File: config.mk
export PLATFORM = sky130hd
export DESIGN_NAME = dedup_work_queue
export DESIGN_NICKNAME = d
export VERILOG_FILES = /design/src/rtl/core/dwq_pkg.sv /design/src/rtl/core/dedup_work_queue.sv /design/src/rtl/core/dwq_ram.sv
export SDC_FILE = /design/constraint.sdc
export NUM_CORES = 2
export LEC_CHECK = 0
export BUFFER_PORTS_ARGS = -buffer_cell sky130_fd_sc_hd__clkbuf_2
export CAP_MARGIN = 20
export CELL_PAD_IN_SITES_DETAIL_PLACEMENT = 0
export CELL_PAD_IN_SITES_GLOBAL_PLACEMENT = 1
export CORE_ASPECT_RATIO = 0.6
export CORE_UTILIZATION = 45
export CTS_CLUSTER_DIAMETER = 100
export DETAILED_ROUTE_END_ITERATION = 10
export GPL_ROUTABILITY_DRIVEN = 0
export HOLD_SLACK_MARGIN = 0.05
export PLACE_DENSITY = 0.64
export SLEW_MARGIN = 40
export SYNTH_ARGS = -nofsm -noshare
export SYNTH_HDL_FRONTEND = slang
export SYNTH_HIERARCHICAL = 1
export SYNTH_SLANG_ARGS = --single-unit
File: constraint.sdc
create_clock -name clk -period 17.7 [get_ports clk]
set_clock_uncertainty 0.15 [all_clocks]
set_input_delay 1.77 -clock clk [delete_from_list [all_inputs] [get_ports clk]]
set_output_delay 1.77 -clock clk [all_outputs]
set_load 0.1 [all_outputs]
File: src/rtl/core/dwq_pkg.sv
`default_nettype none

package dwq_pkg;

  typedef logic [1:0] op_t;
  typedef logic [1:0] status_t;
  typedef logic [7:0] elem_t;

  localparam op_t OP_ADD    = 2'd0;
  localparam op_t OP_REMOVE = 2'd1;
  localparam op_t OP_CLEAR  = 2'd2;

  localparam status_t ST_DONE  = 2'd0;
  localparam status_t ST_DUP   = 2'd1;
  localparam status_t ST_EMPTY = 2'd2;

  typedef enum logic [1:0] {
    S_INIT,
    S_IDLE,
    S_WALK,
    S_RESP
  } state_t;

endpackage

`default_nettype wire

File: src/rtl/core/dedup_work_queue.sv
// Channel  Signals                                   Direction
// input    in_valid, in_ready, operation, element_id  into the block
// output   out_valid, out_ready, status, removed_id,  out of the block
//          not_empty
//
// For add, remove and the unused code, the flag and link memories are read in
// the accept cycle and written back in the result cycle.
// Clear walks the link memory one entry per cycle and clears the flag of each
// queued element.
// After reset the flag memory is swept to zero before the first word is accepted.
// A stalled output holds the result cycle; the next word is taken only after it.
`default_nettype none

module dedup_work_queue #(
  parameter int ELEMENT_COUNT = 256
) (
  input  wire logic            clk,
  input  wire logic            rst,
  input  wire logic            in_valid,
  output      logic            in_ready,
  input  wire dwq_pkg::op_t    operation,
  input  wire dwq_pkg::elem_t  element_id,
  output      logic            out_valid,
  input  wire logic            out_ready,
  output      dwq_pkg::status_t status,
  output      dwq_pkg::elem_t  removed_id,
  output      logic            not_empty
);

  import dwq_pkg::*;

  localparam int IW = $clog2(ELEMENT_COUNT);
  localparam logic [IW-1:0] LAST = IW'(ELEMENT_COUNT - 1);

  state_t state, state_next;
  logic [IW-1:0] init_cnt, init_cnt_next;
  logic [IW-1:0] head, head_next;
  logic [IW-1:0] tail, tail_next;
  logic [IW-1:0] walk, walk_next;
  logic nonempty, nonempty_next;
  op_t op_q;
  elem_t id_q;
  logic in_range_q;

  logic f_we, f_wdata, f_re, f_rdata;
  logic [IW-1:0] f_waddr, f_raddr;
  logic l_we, l_re;
  logic [IW-1:0] l_waddr, l_wdata, l_raddr, l_rdata;

  logic load_out, accept;
  status_t res_status;
  elem_t res_id;

  logic [IW-1:0] id_idx, id_q_idx;

  assign id_idx   = IW'(element_id);
  assign id_q_idx = IW'(id_q);
  assign accept   = in_valid && in_ready;

  dwq_ram #(.WIDTH(1), .DEPTH(ELEMENT_COUNT)) u_flags (
    .clk   (clk),
    .we    (f_we),
    .waddr (f_waddr),
    .wdata (f_wdata),
    .re    (f_re),
    .raddr (f_raddr),
    .rdata (f_rdata)
  );

  dwq_ram #(.WIDTH(IW), .DEPTH(ELEMENT_COUNT)) u_links (
    .clk   (clk),
    .we    (l_we),
    .waddr (l_waddr),
    .wdata (l_wdata),
    .re    (l_re),
    .raddr (l_raddr),
    .rdata (l_rdata)
  );

  always_comb begin
    state_next    = state;
    init_cnt_next = init_cnt;
    head_next     = head;
    tail_next     = tail;
    walk_next     = walk;
    nonempty_next = nonempty;
    in_ready      = 1'b0;
    f_we          = 1'b0;
    f_waddr       = walk;
    f_wdata       = 1'b0;
    f_re          = 1'b0;
    f_raddr       = id_idx;
    l_we          = 1'b0;
    l_waddr       = tail;
    l_wdata       = id_q_idx;
    l_re          = 1'b0;
    l_raddr       = head;
    load_out      = 1'b0;
    res_status    = ST_DONE;
    res_id        = '0;
    case (state)
      S_INIT: begin
        f_we          = 1'b1;
        f_waddr       = init_cnt;
        init_cnt_next = init_cnt + 1'b1;
        if (init_cnt == LAST) begin
          state_next = S_IDLE;
        end
      end
      S_IDLE: begin
        in_ready = 1'b1;
        if (in_valid) begin
          f_re      = 1'b1;
          l_re      = 1'b1;
          walk_next = head;
          if (operation == OP_CLEAR && nonempty) begin
            state_next = S_WALK;
          end else begin
            state_next = S_RESP;
          end
        end
      end
      S_WALK: begin
        f_we = 1'b1;
        if (walk == tail) begin
          state_next = S_RESP;
        end else begin
          l_re      = 1'b1;
          l_raddr   = l_rdata;
          walk_next = l_rdata;
        end
      end
      S_RESP: begin
        if (!out_valid || out_ready) begin
          load_out   = 1'b1;
          state_next = S_IDLE;
          case (op_q)
            OP_ADD: begin
              if (!in_range_q || f_rdata) begin
                res_status = ST_DUP;
              end else begin
                f_we    = 1'b1;
                f_waddr = id_q_idx;
                f_wdata = 1'b1;
                if (nonempty) begin
                  l_we = 1'b1;
                end else begin
                  head_next = id_q_idx;
                end
                tail_next     = id_q_idx;
                nonempty_next = 1'b1;
              end
            end
            OP_REMOVE: begin
              if (!nonempty) begin
                res_status = ST_EMPTY;
              end else begin
                f_we    = 1'b1;
                f_waddr = head;
                res_id  = 8'(head);
                if (head == tail) begin
                  nonempty_next = 1'b0;
                end else begin
                  head_next = l_rdata;
                end
              end
            end
            OP_CLEAR: begin
              nonempty_next = 1'b0;
            end
            default: begin
            end
          endcase
        end
      end
      default: begin
        state_next = S_IDLE;
      end
    endcase
  end

  always_ff @(posedge clk) begin
    if (rst) begin
      state     <= S_INIT;
      init_cnt  <= '0;
      head      <= '0;
      tail      <= '0;
      nonempty  <= 1'b0;
      out_valid <= 1'b0;
    end else begin
      state    <= state_next;
      init_cnt <= init_cnt_next;
      head     <= head_next;
      tail     <= tail_next;
      nonempty <= nonempty_next;
      if (load_out) begin
        out_valid <= 1'b1;
      end else if (out_ready) begin
        out_valid <= 1'b0;
      end
    end
  end

  always_ff @(posedge clk) begin
    walk <= walk_next;
    if (accept) begin
      op_q       <= operation;
      id_q       <= element_id;
      in_range_q <= (32'(element_id) < 32'(ELEMENT_COUNT));
    end
    if (load_out) begin
      status     <= res_status;
      removed_id <= res_id;
      not_empty  <= nonempty_next;
    end
  end

endmodule

`default_nettype wire

File: src/rtl/core/dwq_ram.sv
`default_nettype none

module dwq_ram #(
  parameter int WIDTH = 8,
  parameter int DEPTH = 256
) (
  input  wire logic                     clk,
  input  wire logic                     we,
  input  wire logic [$clog2(DEPTH)-1:0] waddr,
  input  wire logic [WIDTH-1:0]         wdata,
  input  wire logic                     re,
  input  wire logic [$clog2(DEPTH)-1:0] raddr,
  output      logic [WIDTH-1:0]         rdata
);

  logic [WIDTH-1:0] mem [DEPTH];

  always_ff @(posedge clk) begin
    if (we) begin
      mem[waddr] <= wdata;
    end
  end

  always_ff @(posedge clk) begin
    if (re) begin
      rdata <= mem[raddr];
    end
  end

endmodule

`default_nettype wire

Word level (Yosys, flattened, before mapping)

Memory sizes are Yosys's and may differ from the RTL's. A register that Yosys moved wholly into a read port is not among the register bits.
Index checks and enable logic that the tools add are counted.

Register bits after elaboration: 57
Bits in writable memories: 2,304
Input port bits: 14
Output and inout port bits: 13
Logic and storage cells: 105
Memories: 2

Add/sub/neg operators: 1
Equal/unequal tests: 18
Muxes and demuxes: 55
Bitwise gates (word level): 1
Reductions and logical operators: 16

Memory list:

| memory      | words | width | rd ports | clocked after memory_dff | wr ports | line          | text |
|---|---|---|---|---|---|---|---|
| u_links.mem | 256   | 8     | 1        | 1                        | 1        | dwq_ram.sv:16 | `logic [WIDTH-1:0] mem [DEPTH];` |
| u_flags.mem | 256   | 1     | 1        | 1                        | 1        | dwq_ram.sv:16 |  |

Operator list:

| operator                                                        | number |
|---|---|
| 8-bit two-way mux                                               | 11 |
| 8-bit case mux with 2 select lines                              | 4 |
| 1-bit two-way mux                                               | 29 |
| 2-bit != test, second input constant                            | 9 |
| 8-bit == test                                                   | 2 |
| 4-bit AND reduction                                             | 3 |
| 2-bit two-way mux                                               | 5 |
| 8-bit by 1-bit adder with 8-bit output, second input constant   | 1 |
| 2-bit == test, second input constant                            | 4 |
| 8-bit == test, second input constant                            | 1 |
| 2-bit case mux with 4 select lines                              | 1 |
| 7-bit AND reduction                                             | 1 |
| 1-bit case mux with 2 select lines                              | 3 |
| 2-bit nonzero test                                              | 3 |
| 2-bit by 1-bit == test with 1-bit output, second input constant | 2 |
| 2-bit logical NOT                                               | 2 |
| 2-bit case mux with 2 select lines                              | 1 |
| 1-bit case mux with 3 select lines                              | 1 |
| 3-bit AND reduction                                             | 1 |
| 1-bit logical AND                                               | 2 |
| 2-bit AND reduction                                             | 1 |
| 2-bit OR reduction                                              | 1 |
| 1-bit logical NOT                                               | 1 |
| 1-bit logical OR                                                | 1 |
| 1-bit inverter                                                  | 1 |

Logic depth before layout (Yosys ltp)

Depth in word-level cells: 7
Depth in mapped cells: 16
Gate-level depth less buffers: 10

By module

The synthesis kept the hierarchy.

By module, submodules not included:

| module            | instances | cells each | area each (um2) | seq. area each (um2) |
|---|---|---|---|---|
| dwq_ram (u_links) | 1         | 3,733      | 79,636.4        | 61,739.2 |
| dwq_ram (u_flags) | 1         | 788        | 11,138.2        | 7,717.4 |
| dedup_work_queue  | 1         | 288        | 2,906.5         | 1,431.4 |

Worst setup path after synthesis

No wires, ideal clock.

Path type: input to register
Start point: input out_ready
End point: memory u_flags.mem[0], data pin
Setup time: 0.771 ns
Arrival: 5.434 ns
Data required time: 16.779 ns
Slack: 11.345 ns
Stages: 6
Buffers on the path: 1
Path through: nand2b_1 > nand2_1 > inv_1 > nand2_1 > buf_2 > inv_1

Word-level cells in the longest chain between the ends: 3

Ends and longest elaborated chain:

| what              | line                    | text |
|---|---|---|
| from (decl)       | dedup_work_queue.sv:24  | `input wire logic out_ready,` |
| 1-bit logical OR  | dedup_work_queue.sv:134 | `if (!out_valid \|\| out_ready) begin` |
| 1-bit two-way mux | dedup_work_queue.sv:134 |  |
| 1-bit two-way mux | dedup_work_queue.sv:101 | `case (state)` |
| via f_wdata       | dedup_work_queue.sv:45  | `logic f_we, f_wdata, f_re, f_rdata;` |
| to (decl)         | dwq_ram.sv:16           |  |

The timed path passes the listed nets, and every way through them passes these cells.

Worst setup path in the final report

Start point: register state[0]
End point: register u_links.rdata[5], read port of u_links.mem, data pin

Word-level cells in the longest chain between the ends: 2
Elaborated cells on any way between the ends: 4
Those cells by class: eq/ne (2); mux (2)

Ends and longest elaborated chain:

| what                   | line                    | text |
|---|---|---|
| from (decl)            | dedup_work_queue.sv:35  | `state_t state, state_next;` |
| from (signal assigned) | dedup_work_queue.sv:191 | `state <= state_next;` |
| 2-bit == test          | dedup_work_queue.sv:101 |  |
| 8-bit two-way mux      | dedup_work_queue.sv:101 |  |
| via l_raddr[0]         | dedup_work_queue.sv:48  | `logic [IW-1:0] l_waddr, l_wdata, l_raddr, l_rdata;` |
| to (decl)              | dwq_ram.sv:13           | `output logic [WIDTH-1:0] rdata` |

The timed path passes the listed nets, and every way through them passes these cells.
A chain may end at the register's enable or synchronous reset.

==> impl_metrics.tcl <==
set metrics [dict create \
    syn_avg_cell_area_um2 19.5 \
    final_core_util 0.506 \
    drc_errors 0 \
    vias 48706 \
    initial_core_util 0.454 \
    ys_ff_latch 2370 \
    synth_edf_count 2342 \
    rows 129 \
    grt_pass1_wl_um 359000 \
    fin_crit_ps 6870 \
    setup_violations 0 \
    irDropWorstVdd_mv 0.0963 \
    cts_buffers 215 \
    cts-htree-levels 4 \
    port_buffers 26 \
    yosysSeqAreaShare 0.757 \
    syn-num-nets 4828 \
    drt_pass1_iterations 8 \
    crit_path_start_kind "flip-flop" \
    die_y_um 355 \
    dpl.hpwl_um 154000 \
    cts_buffer_depth 4 \
    worstPathRequired_ps 18120 \
    fillers 16336 \
    gr-total-overflow 0 \
    core-area_um2 206000 \
    path_class "reg -> reg" \
    critPathArrivalTime_ps 7290 \
    viasPerCell 6.26 \
    clkLatencyLatePin_ps 870 \
    rsz0062_at_grt "no" \
    cts_tree "built" \
    wirelength_um 254000 \
    post-place-cells 7394 \
    syn-cell-area_um2 93700 \
    post_cts_resize_count 0 \
    ioPinCount 27 \
    cts_sinks 2370 \
    die-area_um2 210000 \
    grt_pass1_vias 46463 \
    cts_hold_buf 0 \
    ys.flop_type "edfxtp_1" \
    ctsRootBufferMaster "clkbuf_16" \
    layout_commonest_cell "edfxtp_1" \
    max_freq_ghz 0.146 \
    max_cap_viol_count 0 \
    multi_input_area_um2 21800 \
    setup_tns_ps 0 \
    crit_fanout 66 \
    synthDistinctLibCells 70 \
    drive_gt1_frac 0.243 \
    grt_max_degree 185 \
    routedWlPerCell_um 32.6 \
    power_density_nw_per_um2 107 \
    synth_warnings 6 \
    slew_viol_final 0 \
    ant_nets 0 \
    final_cells 7777 \
    hold_class "reg -> reg" \
    p_leak_nw 30.7 \
    final_nets 4887 \
    tightest_slew_ps 954 \
    syn_to_final_growth_pct 11.5 \
    grt_use_total 0.240 \
    min_delay_path_depth 2 \
    antenna_found_initial 3 \
    async_flop_share 0 \
    die_w_um 591 \
    crit_path_end_kind "flip-flop" \
    hold_slack_ps 395 \
    post-cts-setup-buffers 0 \
    hold_viol_final 0 \
    maxSlewHeadroom 0.363 \
    final_cell_mix "2342 x edfxtp_1, 496 x mux4_2, 373 x nor2_1, 218 x clkbuf_16, 200 x nor2_2" \
    seq_area_um2 70900 \
    netlist_instances 4809 \
    drtIter0Drc 6239 \
    outcome "finished, final reports clean" \
    path_clk_slew_ps 70 \
    r2r_cells 14 \
    min_period_over_period 0.388 \
]
==> report_power, final <==
| part | leakage (nW) | switching [mW] | internal, mW | total [mW] |
|---|---|---|---|---|
| clock network | 3.29 | 2.03 | 2.58 | 4.61 |
| logic | 5.98 | 0.311 | 0.0771 | 0.388 |
| registers | 21.5 | 0.00936 | 6.19 | 6.20 |
| total | 30.7 | 2.35 | 8.84 | 11.2 |
==> flip-flops by register name (all words and copies together), names as in the netlist <==
name           cells
nonempty           1
u_flags/rdata      1
u_links/mem     2048
removed_id         8
not_empty          1
status             2
id_q               8
head               8
u_links/rdata      8
l_waddr            8
out_valid          1
state              2
u_flags/mem      256
op_q               2
walk               8
init_cnt           8
==> final timing paths <==
path / start / endpoint / slack [ps]
worst min register to register: out_valid / out_valid / 400
worst max-delay path: state[0] / u_links/rdata[5] / 10830
worst min-delay path: out_valid / out_valid / 400
worst max register to register: state[0] / u_links/rdata[5] / 10830
==> Yosys cell counts, types with 13 or more instances <==
| cell type | count | area share |
|---|---|---|
| buf_4 | 32 | 0.0026 |
| buf_2 | 39 | 0.0021 |
| a221oi_1 | 21 | 0.0020 |
| buf_8 | 13 | 0.0021 |
| dfxtp_1 | 28 | 0.0060 |
| a22o_1 | 22 | 0.0021 |
| buf_6 | 29 | 0.0035 |
| nor2_1 | 576 | 0.023 |
| a211oi_1 | 16 | 0.0013 |
| mux2i_1 | 194 | 0.021 |
| o22ai_1 | 59 | 0.0039 |
| a21oi_1 | 105 | 0.0056 |
| a22oi_1 | 149 | 0.012 |
| nand2_1 | 81 | 0.0032 |
| buf_1 | 23 | 0.00092 |
| nand4_1 | 18 | 0.0012 |
| o221ai_1 | 46 | 0.0043 |
| o21ai_0 | 32 | 0.0017 |
| inv_1 | 19 | 0.00076 |
| nor3_1 | 26 | 0.0014 |
| nand3_1 | 48 | 0.0026 |
| nor2b_1 | 43 | 0.0029 |
| edfxtp_1 | 2342 | 0.75 |
| clkbuf_1 | 159 | 0.0064 |
| nor4_1 | 31 | 0.0021 |
| mux4_2 | 496 | 0.12 |
==> metrics by stage <==
step,power (mW),cell area (um^2),setup WS [ps]
global route,11.5,104000,10510
global placement,6.68,96500,9860
finish,11.2,104000,10830
detailed placement,6.70,97300,10920
floorplan,6.54,93700,11340
CTS,11.3,104000,10910
==> final cells by class <==
class                      count  share of cell area
timing repair buffer         145              0.0140
inverter                      20            0.000767
multi-input combinational   2116               0.209
clock buffer                 269              0.0543
antenna                        1           0.0000240
sequential                  2370               0.679
tap                         2751              0.0330
clock inverter               105              0.0102
==> layer usage <==
layer / wire [um] / global-route usage
met5: 0 / 0
met3: 27200 / 0.0603
met1: 119000 / 0.399
met4: 4280 / 0.0431
met2: 103000 / 0.317
==> cells by family after synthesis <==
group	synth area share
flops	0.757
fa+ha+maj	0.000668
xor+xnor	0.00196
mux	0.142
buf+inv	0.0200
simple gates	0.0412
compound gates	0.0378
==> worst max-delay path, stage by stage, from the launching register on <==
cell and delay [ps]:
dfxtp_1 330, inv_1 110, ha_1 500, o21ai_1 130, buf_4 230, mux2_8 620, buf_6 580, buf_12 330
buf_16 390, buf_4 710, mux4_2 600, a22oi_1 510, a21oi_1 200, nor3_1 790, nor4_1 170
(Power assumes the default switching activity.)
